===== src/rtl/core/assert_macros.svh =====
// Assertion macros shared by the XMODEM-1K receiver RTL.
// Define NO_ASSERTIONS to compile the checks out.
`ifndef ASSERT_MACROS_SVH
`define ASSERT_MACROS_SVH
`ifndef NO_ASSERTIONS
`define XM1K_ASSERT(label, clk, rstn, prop, msg) \
    label: assert property (@(posedge clk) disable iff (!rstn) prop) else $error(msg);
`define XM1K_ASSERT_IMPLY(label, clk, rstn, ante, cons, msg) \
    label: assert property (@(posedge clk) disable iff (!rstn) (ante) |-> (cons)) \
        else $error(msg);
`define XM1K_ASSERT_NEXT(label, clk, rstn, ante, cons, msg) \
    label: assert property (@(posedge clk) disable iff (!rstn) (ante) |=> (cons)) \
        else $error(msg);
`else
`define XM1K_ASSERT(label, clk, rstn, prop, msg)
`define XM1K_ASSERT_IMPLY(label, clk, rstn, ante, cons, msg)
`define XM1K_ASSERT_NEXT(label, clk, rstn, ante, cons, msg)
`endif
`endif


===== src/rtl/core/xm1k_pkg.sv =====
// Package for the XMODEM-1K CRC receiver: payload types, protocol codes, CRC step.
// No dependencies.
`timescale 1ns / 1ps

package xm1k_pkg;

    typedef struct packed {
        logic [1:0] command;
        logic [7:0] rx_byte;
    } xm1k_in_t;

    typedef struct packed {
        logic        reply_valid;
        logic [7:0]  reply_byte;
        logic        data_valid;
        logic [7:0]  data_byte;
        logic [18:0] data_offset;
        logic        packet_accepted;
        logic [2:0]  status;
        logic [19:0] received_total;
    } xm1k_out_t;

    typedef enum logic [1:0] {
        EV_START   = 2'd0,
        EV_BYTE    = 2'd1,
        EV_TIMEOUT = 2'd2,
        EV_NONE    = 2'd3
    } xm1k_ev_kind_t;

    typedef struct packed {
        xm1k_ev_kind_t kind;
        logic [7:0]    rx_byte;
        logic          is_open;
        logic          is_long;
        logic          is_eot;
        logic          is_cancel;
    } xm1k_event_t;

    typedef enum logic [7:0] {
        PH_IDLE  = 8'b0000_0001,
        PH_START = 8'b0000_0010,
        PH_WAIT  = 8'b0000_0100,
        PH_SEQ   = 8'b0000_1000,
        PH_COMP  = 8'b0001_0000,
        PH_DATA  = 8'b0010_0000,
        PH_CRCH  = 8'b0100_0000,
        PH_CRCL  = 8'b1000_0000
    } xm1k_phase_t;

    localparam logic [1:0] CMD_START   = 2'd0;
    localparam logic [1:0] CMD_BYTE    = 2'd1;
    localparam logic [1:0] CMD_TIMEOUT = 2'd2;

    localparam logic [7:0] B_SOH = 8'h01;
    localparam logic [7:0] B_STX = 8'h02;
    localparam logic [7:0] B_EOT = 8'h04;
    localparam logic [7:0] B_ACK = 8'h06;
    localparam logic [7:0] B_NAK = 8'h15;
    localparam logic [7:0] B_C   = 8'h43;
    localparam logic [7:0] B_CAN = 8'h1A;

    localparam logic [2:0] STAT_BUSY       = 3'd0;
    localparam logic [2:0] STAT_SUCCESS    = 3'd1;
    localparam logic [2:0] STAT_START_FAIL = 3'd2;
    localparam logic [2:0] STAT_SEQ_ERR    = 3'd3;
    localparam logic [2:0] STAT_CRC_ERR    = 3'd4;

    localparam int CFG_IDX_W  = 1;
    localparam int CFG_DATA_W = 20;
    localparam logic [CFG_IDX_W-1:0] REG_IMAGE_LENGTH = 1'b0;
    localparam logic [CFG_IDX_W-1:0] REG_RETRY_LIMIT  = 1'b1;

    localparam logic [19:0] IMAGE_SPACE        = 20'd524288;
    localparam logic [19:0] RESET_IMAGE_LENGTH = 20'd524288;
    localparam logic [7:0]  RESET_RETRY_LIMIT  = 8'd100;
    localparam logic [7:0]  SEQ_SUM            = 8'hFF;

    localparam logic [15:0] CRC_POLY = 16'h1021;

    localparam int Q_DEPTH = 4;
    localparam int Q_PTR_W = 2;
    localparam int Q_CNT_W = 3;

    function automatic logic [15:0] crc16_step(input logic [15:0] crc_in,
                                               input logic [7:0] data_in);
        logic [15:0] crc;
        crc = crc_in ^ {data_in, 8'h00};
        for (int k = 0; k < 8; k++) begin
            if (crc[15]) begin
                crc = {crc[14:0], 1'b0} ^ CRC_POLY;
            end else begin
                crc = {crc[14:0], 1'b0};
            end
        end
        return crc;
    endfunction

endpackage


===== src/rtl/core/xm1k_front.sv =====
// Front end of the XMODEM-1K receiver: takes requests, decodes them into events
// and holds them in a short queue for the back end. Depends on xm1k_pkg.
`timescale 1ns / 1ps
`include "assert_macros.svh"

module xm1k_front (
    input  logic                  aclk,
    input  logic                  aresetn,
    input  logic                  s_valid,
    output logic                  s_ready,
    input  xm1k_pkg::xm1k_in_t    s_data,
    output logic                  q_valid,
    input  logic                  q_pop,
    output xm1k_pkg::xm1k_event_t q_event
);

    xm1k_pkg::xm1k_event_t          ev;
    xm1k_pkg::xm1k_event_t          queue_mem [xm1k_pkg::Q_DEPTH];
    logic [xm1k_pkg::Q_PTR_W-1:0]   head_reg, head_next;
    logic [xm1k_pkg::Q_PTR_W-1:0]   tail_reg, tail_next;
    logic [xm1k_pkg::Q_CNT_W-1:0]   count_reg, count_next;
    logic                           push;

    always_comb begin
        ev = '0;
        ev.rx_byte = s_data.rx_byte;
        case (s_data.command)
            xm1k_pkg::CMD_START:   ev.kind = xm1k_pkg::EV_START;
            xm1k_pkg::CMD_BYTE:    ev.kind = xm1k_pkg::EV_BYTE;
            xm1k_pkg::CMD_TIMEOUT: ev.kind = xm1k_pkg::EV_TIMEOUT;
            default:               ev.kind = xm1k_pkg::EV_NONE;
        endcase
        ev.is_open   = s_data.rx_byte inside {xm1k_pkg::B_SOH, xm1k_pkg::B_STX};
        ev.is_long   = (s_data.rx_byte == xm1k_pkg::B_STX);
        ev.is_eot    = (s_data.rx_byte == xm1k_pkg::B_EOT);
        ev.is_cancel = (s_data.rx_byte == xm1k_pkg::B_CAN);
    end

    assign s_ready = (count_reg != xm1k_pkg::Q_CNT_W'(xm1k_pkg::Q_DEPTH));
    assign push    = s_valid && s_ready;
    assign q_valid = (count_reg != '0);
    assign q_event = queue_mem[head_reg];

    always_comb begin
        head_next  = head_reg;
        tail_next  = tail_reg;
        count_next = count_reg;
        if (push) begin
            tail_next = tail_reg + 1'b1;
        end
        if (q_pop) begin
            head_next = head_reg + 1'b1;
        end
        if (push && !q_pop) begin
            count_next = count_reg + 1'b1;
        end else if (!push && q_pop) begin
            count_next = count_reg - 1'b1;
        end
    end

    always_ff @(posedge aclk) begin
        if (!aresetn) begin
            head_reg  <= '0;
            tail_reg  <= '0;
            count_reg <= '0;
        end else begin
            head_reg  <= head_next;
            tail_reg  <= tail_next;
            count_reg <= count_next;
        end
    end

    always_ff @(posedge aclk) begin
        if (push) begin
            queue_mem[tail_reg] <= ev;
        end
    end

    `XM1K_ASSERT(a_q_bound, aclk, aresetn, count_reg <= xm1k_pkg::Q_CNT_W'(xm1k_pkg::Q_DEPTH), "queue count above depth")
    `XM1K_ASSERT_IMPLY(a_q_pop_nonempty, aclk, aresetn, q_pop, count_reg != '0, "pop from empty queue")
    `XM1K_ASSERT_NEXT(a_q_fill, aclk, aresetn, push && !q_pop, count_reg == $past(count_reg) + 1'b1, "queue count did not advance on push")

endmodule


===== src/rtl/core/xm1k_back.sv =====
// Back end of the XMODEM-1K receiver: protocol state machine, CRC, offsets and
// the result register. Depends on xm1k_pkg; fed by xm1k_front.
`timescale 1ns / 1ps
`include "assert_macros.svh"

module xm1k_back #(
    parameter int SHORT_PACKET = 128,
    parameter int LONG_PACKET  = 1024
) (
    input  logic                                aclk,
    input  logic                                aresetn,
    input  logic                                q_valid,
    output logic                                q_pop,
    input  xm1k_pkg::xm1k_event_t               q_event,
    output logic                                m_valid,
    input  logic                                m_ready,
    output xm1k_pkg::xm1k_out_t                 m_data,
    input  logic                                cfg_wr_en,
    input  logic [xm1k_pkg::CFG_IDX_W-1:0]      cfg_index,
    input  logic [xm1k_pkg::CFG_DATA_W-1:0]     cfg_wdata
);

    localparam int IDX_W = $clog2(LONG_PACKET + 1);
    localparam logic [IDX_W-1:0] SIZE_SHORT = IDX_W'(SHORT_PACKET);
    localparam logic [IDX_W-1:0] SIZE_LONG  = IDX_W'(LONG_PACKET);

    logic [19:0]           image_length_reg;
    logic [7:0]            retry_limit_reg;

    xm1k_pkg::xm1k_phase_t phase_reg, phase_next;
    logic [7:0]            retry_reg, retry_next;
    logic [7:0]            last_seq_reg, last_seq_next;
    logic [7:0]            seq_reg, seq_next;
    logic [7:0]            comp_reg, comp_next;
    logic [IDX_W-1:0]      idx_reg, idx_next;
    logic                  long_reg, long_next;
    logic [15:0]           crc_reg, crc_next;
    logic [7:0]            crc_high_reg, crc_high_next;
    logic [19:0]           committed_reg, committed_next;
    logic [19:0]           remaining_reg, remaining_next;
    logic [2:0]            status_reg, status_next;

    logic                  m_valid_reg, m_valid_next;
    xm1k_pkg::xm1k_out_t   m_data_reg, res;

    logic                  got;
    logic [7:0]            retry_inc;
    logic [IDX_W-1:0]      size;
    logic [IDX_W-1:0]      idx_inc;
    logic [19:0]           wr;
    logic [8:0]            seq_sum;
    logic [15:0]           rx_crc;

    assign q_pop   = q_valid && (!m_valid_reg || m_ready);
    assign m_valid = m_valid_reg;
    assign m_data  = m_data_reg;

    assign got       = (q_event.kind == xm1k_pkg::EV_BYTE);
    assign retry_inc = retry_reg + 8'd1;
    assign size      = long_reg ? SIZE_LONG : SIZE_SHORT;
    assign idx_inc   = idx_reg + 1'b1;
    assign wr        = (remaining_reg > 20'(size)) ? 20'(size) : remaining_reg;
    assign seq_sum   = {1'b0, seq_reg} + {1'b0, comp_reg};
    assign rx_crc    = {crc_high_reg, q_event.rx_byte};

    always_comb begin
        phase_next     = phase_reg;
        retry_next     = retry_reg;
        last_seq_next  = last_seq_reg;
        seq_next       = seq_reg;
        comp_next      = comp_reg;
        idx_next       = idx_reg;
        long_next      = long_reg;
        crc_next       = crc_reg;
        crc_high_next  = crc_high_reg;
        committed_next = committed_reg;
        remaining_next = remaining_reg;
        status_next    = status_reg;
        res            = '0;

        case (q_event.kind)
            xm1k_pkg::EV_START: begin
                retry_next     = '0;
                last_seq_next  = '0;
                committed_next = '0;
                remaining_next = (image_length_reg > xm1k_pkg::IMAGE_SPACE) ?
                                 xm1k_pkg::IMAGE_SPACE : image_length_reg;
                status_next    = xm1k_pkg::STAT_BUSY;
                phase_next     = xm1k_pkg::PH_START;
                res.reply_valid = 1'b1;
                res.reply_byte  = xm1k_pkg::B_C;
            end
            xm1k_pkg::EV_BYTE, xm1k_pkg::EV_TIMEOUT: begin
                case (phase_reg)
                    xm1k_pkg::PH_START: begin
                        retry_next = retry_inc;
                        if (retry_inc == retry_limit_reg || (got && q_event.is_cancel)) begin
                            status_next = xm1k_pkg::STAT_START_FAIL;
                            phase_next  = xm1k_pkg::PH_IDLE;
                        end else if (got && q_event.is_open) begin
                            long_next  = q_event.is_long;
                            idx_next   = '0;
                            crc_next   = '0;
                            phase_next = xm1k_pkg::PH_SEQ;
                        end else if (got && q_event.is_eot) begin
                            res.reply_valid = 1'b1;
                            res.reply_byte  = xm1k_pkg::B_ACK;
                            status_next     = xm1k_pkg::STAT_SUCCESS;
                            phase_next      = xm1k_pkg::PH_IDLE;
                        end else begin
                            res.reply_valid = 1'b1;
                            res.reply_byte  = xm1k_pkg::B_C;
                        end
                    end
                    xm1k_pkg::PH_WAIT: begin
                        if (got && q_event.is_open) begin
                            long_next  = q_event.is_long;
                            idx_next   = '0;
                            crc_next   = '0;
                            phase_next = xm1k_pkg::PH_SEQ;
                        end else if (got && q_event.is_eot) begin
                            res.reply_valid = 1'b1;
                            res.reply_byte  = xm1k_pkg::B_ACK;
                            status_next     = xm1k_pkg::STAT_SUCCESS;
                            phase_next      = xm1k_pkg::PH_IDLE;
                        end
                    end
                    xm1k_pkg::PH_SEQ: begin
                        if (got) begin
                            seq_next   = q_event.rx_byte;
                            phase_next = xm1k_pkg::PH_COMP;
                        end
                    end
                    xm1k_pkg::PH_COMP: begin
                        if (got) begin
                            comp_next  = q_event.rx_byte;
                            phase_next = xm1k_pkg::PH_DATA;
                        end
                    end
                    xm1k_pkg::PH_DATA: begin
                        if (got) begin
                            crc_next = xm1k_pkg::crc16_step(crc_reg, q_event.rx_byte);
                            if (20'(idx_reg) < remaining_reg) begin
                                res.data_valid  = 1'b1;
                                res.data_byte   = q_event.rx_byte;
                                res.data_offset = 19'(committed_reg + 20'(idx_reg));
                            end
                            idx_next = idx_inc;
                            if (idx_inc >= size) begin
                                phase_next = xm1k_pkg::PH_CRCH;
                            end
                        end
                    end
                    xm1k_pkg::PH_CRCH: begin
                        if (got) begin
                            crc_high_next = q_event.rx_byte;
                            phase_next    = xm1k_pkg::PH_CRCL;
                        end
                    end
                    xm1k_pkg::PH_CRCL: begin
                        if (got) begin
                            res.reply_valid = 1'b1;
                            if (seq_sum != {1'b0, xm1k_pkg::SEQ_SUM} ||
                                seq_reg != last_seq_reg + 8'd1) begin
                                res.reply_byte = xm1k_pkg::B_NAK;
                                status_next    = xm1k_pkg::STAT_SEQ_ERR;
                                phase_next     = xm1k_pkg::PH_IDLE;
                            end else if (rx_crc != crc_reg) begin
                                res.reply_byte = xm1k_pkg::B_NAK;
                                status_next    = xm1k_pkg::STAT_CRC_ERR;
                                phase_next     = xm1k_pkg::PH_IDLE;
                            end else begin
                                committed_next      = committed_reg + wr;
                                remaining_next      = remaining_reg - wr;
                                last_seq_next       = seq_reg;
                                res.reply_byte      = xm1k_pkg::B_ACK;
                                res.packet_accepted = 1'b1;
                                phase_next          = xm1k_pkg::PH_WAIT;
                            end
                        end
                    end
                    default: ;
                endcase
            end
            default: ;
        endcase

        res.status         = status_next;
        res.received_total = committed_next;

        if (q_pop) begin
            m_valid_next = 1'b1;
        end else if (m_ready) begin
            m_valid_next = 1'b0;
        end else begin
            m_valid_next = m_valid_reg;
        end
    end

    always_ff @(posedge aclk) begin
        if (!aresetn) begin
            image_length_reg <= xm1k_pkg::RESET_IMAGE_LENGTH;
            retry_limit_reg  <= xm1k_pkg::RESET_RETRY_LIMIT;
        end else if (cfg_wr_en) begin
            case (cfg_index)
                xm1k_pkg::REG_IMAGE_LENGTH: image_length_reg <= cfg_wdata[19:0];
                xm1k_pkg::REG_RETRY_LIMIT:  retry_limit_reg  <= cfg_wdata[7:0];
                default: ;
            endcase
        end
    end

    always_ff @(posedge aclk) begin
        if (!aresetn) begin
            phase_reg     <= xm1k_pkg::PH_IDLE;
            retry_reg     <= '0;
            last_seq_reg  <= '0;
            seq_reg       <= '0;
            comp_reg      <= '0;
            idx_reg       <= '0;
            long_reg      <= 1'b0;
            crc_reg       <= '0;
            crc_high_reg  <= '0;
            committed_reg <= '0;
            remaining_reg <= '0;
            status_reg    <= xm1k_pkg::STAT_BUSY;
            m_valid_reg   <= 1'b0;
        end else begin
            if (q_pop) begin
                phase_reg     <= phase_next;
                retry_reg     <= retry_next;
                last_seq_reg  <= last_seq_next;
                seq_reg       <= seq_next;
                comp_reg      <= comp_next;
                idx_reg       <= idx_next;
                long_reg      <= long_next;
                crc_reg       <= crc_next;
                crc_high_reg  <= crc_high_next;
                committed_reg <= committed_next;
                remaining_reg <= remaining_next;
                status_reg    <= status_next;
            end
            m_valid_reg <= m_valid_next;
        end
    end

    always_ff @(posedge aclk) begin
        if (q_pop) begin
            m_data_reg <= res;
        end
    end

    `XM1K_ASSERT_IMPLY(a_accept_is_ack, aclk, aresetn, m_valid_reg && m_data_reg.packet_accepted, m_data_reg.reply_byte == xm1k_pkg::B_ACK && m_data_reg.status == xm1k_pkg::STAT_BUSY, "accepted packet not answered with ACK")
    `XM1K_ASSERT_IMPLY(a_data_no_reply, aclk, aresetn, m_valid_reg && m_data_reg.data_valid, !m_data_reg.reply_valid, "payload byte and reply in one result")
    `XM1K_ASSERT_IMPLY(a_idx_in_packet, aclk, aresetn, phase_reg == xm1k_pkg::PH_DATA, idx_reg < size, "byte index past packet end")

endmodule


===== src/rtl/core/xmodem_1k_crc_receiver_top.sv =====
// XMODEM-1K CRC-16 receiver, top level: takes one request per cycle while the queue has
// room (start, received byte, timeout) and gives exactly one result per request: the
// reply byte to send, a tentative payload byte with its image offset, a packet commit
// flag, the transfer status and the committed byte count. The sustained rate is one
// request per clock while the result side is ready; the front decoder writes a
// four-entry queue and the back end state machine, which updates the CRC with one
// byte per cycle unless stalled, drains it into a single result register, so a
// request's result reaches the result port through the queue and the result register
// and is taken when the result side is ready. Write image_length and start_retry_limit
// only while no request is in flight. Depends on xm1k_pkg, xm1k_front and xm1k_back.
`timescale 1ns / 1ps

module xmodem_1k_crc_receiver_top #(
    parameter int SHORT_PACKET = 128,
    parameter int LONG_PACKET  = 1024
) (
    input  logic                             aclk,
    input  logic                             aresetn,
    input  logic                             s_valid,
    output logic                             s_ready,
    input  xm1k_pkg::xm1k_in_t               s_data,
    output logic                             m_valid,
    input  logic                             m_ready,
    output xm1k_pkg::xm1k_out_t              m_data,
    input  logic                             cfg_wr_en,
    input  logic [xm1k_pkg::CFG_IDX_W-1:0]   cfg_index,
    input  logic [xm1k_pkg::CFG_DATA_W-1:0]  cfg_wdata
);

    logic                  q_valid;
    logic                  q_pop;
    xm1k_pkg::xm1k_event_t q_event;

    xm1k_front u_front (
        .aclk    (aclk),
        .aresetn (aresetn),
        .s_valid (s_valid),
        .s_ready (s_ready),
        .s_data  (s_data),
        .q_valid (q_valid),
        .q_pop   (q_pop),
        .q_event (q_event)
    );

    xm1k_back #(
        .SHORT_PACKET (SHORT_PACKET),
        .LONG_PACKET  (LONG_PACKET)
    ) u_back (
        .aclk      (aclk),
        .aresetn   (aresetn),
        .q_valid   (q_valid),
        .q_pop     (q_pop),
        .q_event   (q_event),
        .m_valid   (m_valid),
        .m_ready   (m_ready),
        .m_data    (m_data),
        .cfg_wr_en (cfg_wr_en),
        .cfg_index (cfg_index),
        .cfg_wdata (cfg_wdata)
    );

endmodule


===== config.mk =====
export PLATFORM = sky130hd
export DESIGN_NAME = xmodem_1k_crc_receiver_top
export DESIGN_NICKNAME = d
export VERILOG_FILES = /design/src/rtl/core/xm1k_pkg.sv /design/src/rtl/core/xm1k_front.sv /design/src/rtl/core/xm1k_back.sv /design/src/rtl/core/xmodem_1k_crc_receiver_top.sv
export VERILOG_INCLUDE_DIRS = /design/src /design/src/rtl/core
export SDC_FILE = /design/constraint.sdc
export NUM_CORES = 1
export LEC_CHECK = 0
export BUFFER_PORTS_ARGS = -buffer_cell sky130_fd_sc_hd__buf_2
export CAP_MARGIN = 10
export CORE_ASPECT_RATIO = 1.1
export CORE_MARGIN = 10
export CORE_UTILIZATION = 50
export DETAILED_ROUTE_END_ITERATION = 8
export GPL_ROUTABILITY_DRIVEN = 0
export PLACE_DENSITY = 0.73
export SYNTH_ARGS = -nofsm -noshare
export SYNTH_HDL_FRONTEND = slang
export SYNTH_SLANG_ARGS = --single-unit

===== constraint.sdc =====
create_clock -name aclk -period 5.3 [get_ports aclk]
set_input_delay 0.53 -clock aclk [delete_from_list [all_inputs] [get_ports aclk]]
set_output_delay 0.53 -clock aclk [all_outputs]
set_load 0.02 [all_outputs]

==> results.yml <==
die:
  core_area_mm2: 0.02887
  initial_core_util_pct: 51.15
  chipWidth_um: 183.9
  pin_count: 99
  rows: 65
  dieArea_mm2: 0.03682
  die_h_um: 200.3
clocking:
  cts_buffer_depth: 3
  clockRootBuffer: "clkbuf_16"
  cts-resized-gates: 0
  cts_buffers: 29
  htree_levels: 1
  clkTransAtPathRegs_ns: 0.06
  holdBufCountCts: 0
  cts_tree: "done"
  postCtsSetupBuffers: 0
  clock_latency_ns: 0.54
  cts_sinks: 271
final_layout:
  design_area_mm2: 0.01643
  multi_input_area_mm2: 0.007701
  final_util_pct: 56.91
  largest_register_ffs: 58
  syn_to_final_growth_pct: 11.25
  seq_area_mm2: 0.006566
  nNetsFinal: 1710
  final_cell_mix: "nand2_1 (169), dfxtp_1 (157), edfxtp_1 (114)"
  final_common_cell: "nand2_1"
  fillCellCount: 2504
  diodes: 0
  drive_gt1_share_pct: 11.39
routing:
  finalWirelength_mm: 36.19
  ant_nets: 0
  remaining_drc_errors: 0
  routed_via_density: 5.905
  firstDrtPassIters: 6
  drt_iter0_markers: 866
  routedWlPerCell_um: 18.17
  num_vias: 11760
job:
  drv_cap: 0
grt:
  grt_overflow: 0
  grtUsageMet1_pct: 24.01
  grt_pass1_vias: 11120
  antenna_found_initial: 0
  use_met3_pct: 3.382
  grt_busiest_layer: "met2"
  grt_usage_pct: 18.83
  grt_pass1_wl_mm: 57.88
  grt_max_degree: 81
  met2_usage_pct: 31.55
hold_path:
  hp-class: "in2reg"
  min_path_cells: 3
  min_to: "u_back.retry_limit_reg[6]"
  min_from: "cfg_wdata[6]"
outcome:
  status: "completed"
worst_setup_path:
  worstPathRequired_ns: 5.59
  criticalPathCategory: "reg2reg"
  start_kind: "flip-flop"
  cp_slowest_cell: "or4_1"
  cp_slowest_stage_delay_ns: 0.57
  rrSetupSlack_ns: 0.83
  crit_path_end_kind: "flip-flop"
  rr_endpoint: "u_back.m_data[18]"
  crit_arrival_ns: 4.76
  crit_path_max_fanout: 6
  r2r.worst_path.cells: 16
  path_cells: "or4_1 > or3_1 > nor3_1 > o21ai_0 > nand2_1 > a21boi_0 > ha_1 > a21o_1 > a211o_1 > a21oi_1 > o21a_1 > o21ai_0 > a211oi_1 > a21oi_1 > xor2_1 > a22o_1"
  r2r_start: "u_back.remaining_reg[1]"
timing:
  setup_ws_ns: 0.8295
  worst_slew_pin_slew_ns: 1.106
  max-slew-margin-rel_pct: 25.97
  finalHoldViolations: 0
  setup_viol: 0
  finalClockSkew_ns: 0.01046
  fin_crit_ns: 4.470
  final.period_utilization_pct: 84.35
  slew_violations: 0
  rsz0062_at_grt: "false"
  max_freq_ghz: 0.2237
  fin_tns_setup_ns: 0
logic_synthesis:
  synthesis.area_mm2: 0.01477
  synthArstFlopShare_pct: 0
  seq_area_frac_synth_pct: 44.46
  ys.warnings.count: 0
  synth-edff-count: 114
  synth_area_per_cell_um2: 9.647
  synth_ff_type: "dfxtp_1"
  ys_seq_elements: 271
  syn_inst: 1531
  synth_cell_type_count: 75
power_and_ir_drop:
  irDropWorstVdd_mv: 0.2498
  leakagePower_nw: 6.151
  power.density_mw_per_mm2: 450.4
  p_total_mw: 7.400
placed_design:
  dp_hpwl_mm: 26.04
  pre_cts_ws_ns: 0.9010
  portBuffers: 95
  placed_cell_area_mm2: 0.01555
[metal layers]
metal	routed length, um	part of all wire, %
met2	17150	47
met3	2373	6.6
met5	0	0
met4	1091	3.0
met1	15570	43
[report_power, final]
part / switching, mW / internal, mW
registers: 0.147 / 2.54
logic: 1.92 / 0.890
clock network: 0.805 / 1.10
[logic make-up (layout without fill, tap and decap cells)]
| kind of cell | Yosys count | in the layout | synth area share (%) |
|---|---|---|---|
| and+or+nand+nor | 526 | 526 | 17.98 |
| AOI/OAI and AO/OA | 366 | 366 | 16.53 |
| adders and majority gates | 71 | 71 | 6.218 |
| DFF | 271 | 271 | 44.46 |
| other | 2 | 12 | 0.05085 |
| buffers and inverters | 136 | 219 | 3.728 |
| muxes | 49 | 49 | 4.515 |
| xor gates and xnor gates | 110 | 110 | 6.523 |
[worst max-delay path, delay by kind of cell (launching register included)]
kind | cells | cell delay [ns]
DFF | 1 | 0.34
and+or+nand+nor | 4 | 1.29
AOI/OAI and AO/OA | 10 | 2.04
adders and majority gates | 1 | 0.37
xor gates and xnor gates | 1 | 0.17
[cells in the mapped netlist, drive strengths merged (15+ instances only)]
master    n  share of area (%)
nand2   171                4.4
ha       67                5.7
dfxtp   157                 21
a21boi   36                1.8
a21oi    76                2.6
nand4    15               0.64
xnor2    69                4.1
a211oi   39                2.0
and2     17               0.72
a22o     27                1.6
edfxtp  114                 23
nor2b    51                2.2
and3     21               0.89
nand3    69                2.3
nor3     35                1.2
mux2i    34                2.3
o21ai    82                2.8
clkbuf   69                1.8
xor2     41                2.4
a21o     18               0.91
buf      15               0.65
inv      51                1.3
nor2     70                1.8
[how the worst max path moves through the flow]
stage                                  startpoint                end  cells after the start
after floorplan           u_back.remaining_reg[1]  u_back.m_data[18]                     16
after global placement    u_back.remaining_reg[1]  u_back.m_data[18]                     16
after detailed placement  u_back.remaining_reg[1]  u_back.m_data[18]                     16
after CTS                 u_back.remaining_reg[1]  u_back.m_data[19]                     16
after global routing      u_back.remaining_reg[1]  u_back.m_data[18]                     16
final                     u_back.remaining_reg[1]  u_back.m_data[18]                     16
[final cells by class]
type | instances | area share [%]
clock buffers | 37 | 4.599
clock inverters | 15 | 0.7539
inverters | 52 | 1.188
multi-input cells | 1134 | 46.87
flip-flops and latches | 271 | 39.96
well taps | 368 | 2.802
repair buffers | 115 | 3.823
[metrics by stage]
stage | instances | hold slack [ns]
floorplan | 1541 | 0.4357
global placement | 1940 | 0.4549
detailed placement | 1940 | 0.4669
CTS | 1992 | 0.2020
global route | 1992 | 0.2091
finish | 1992 | 0.2194
(Power assumes the default switching activity.)
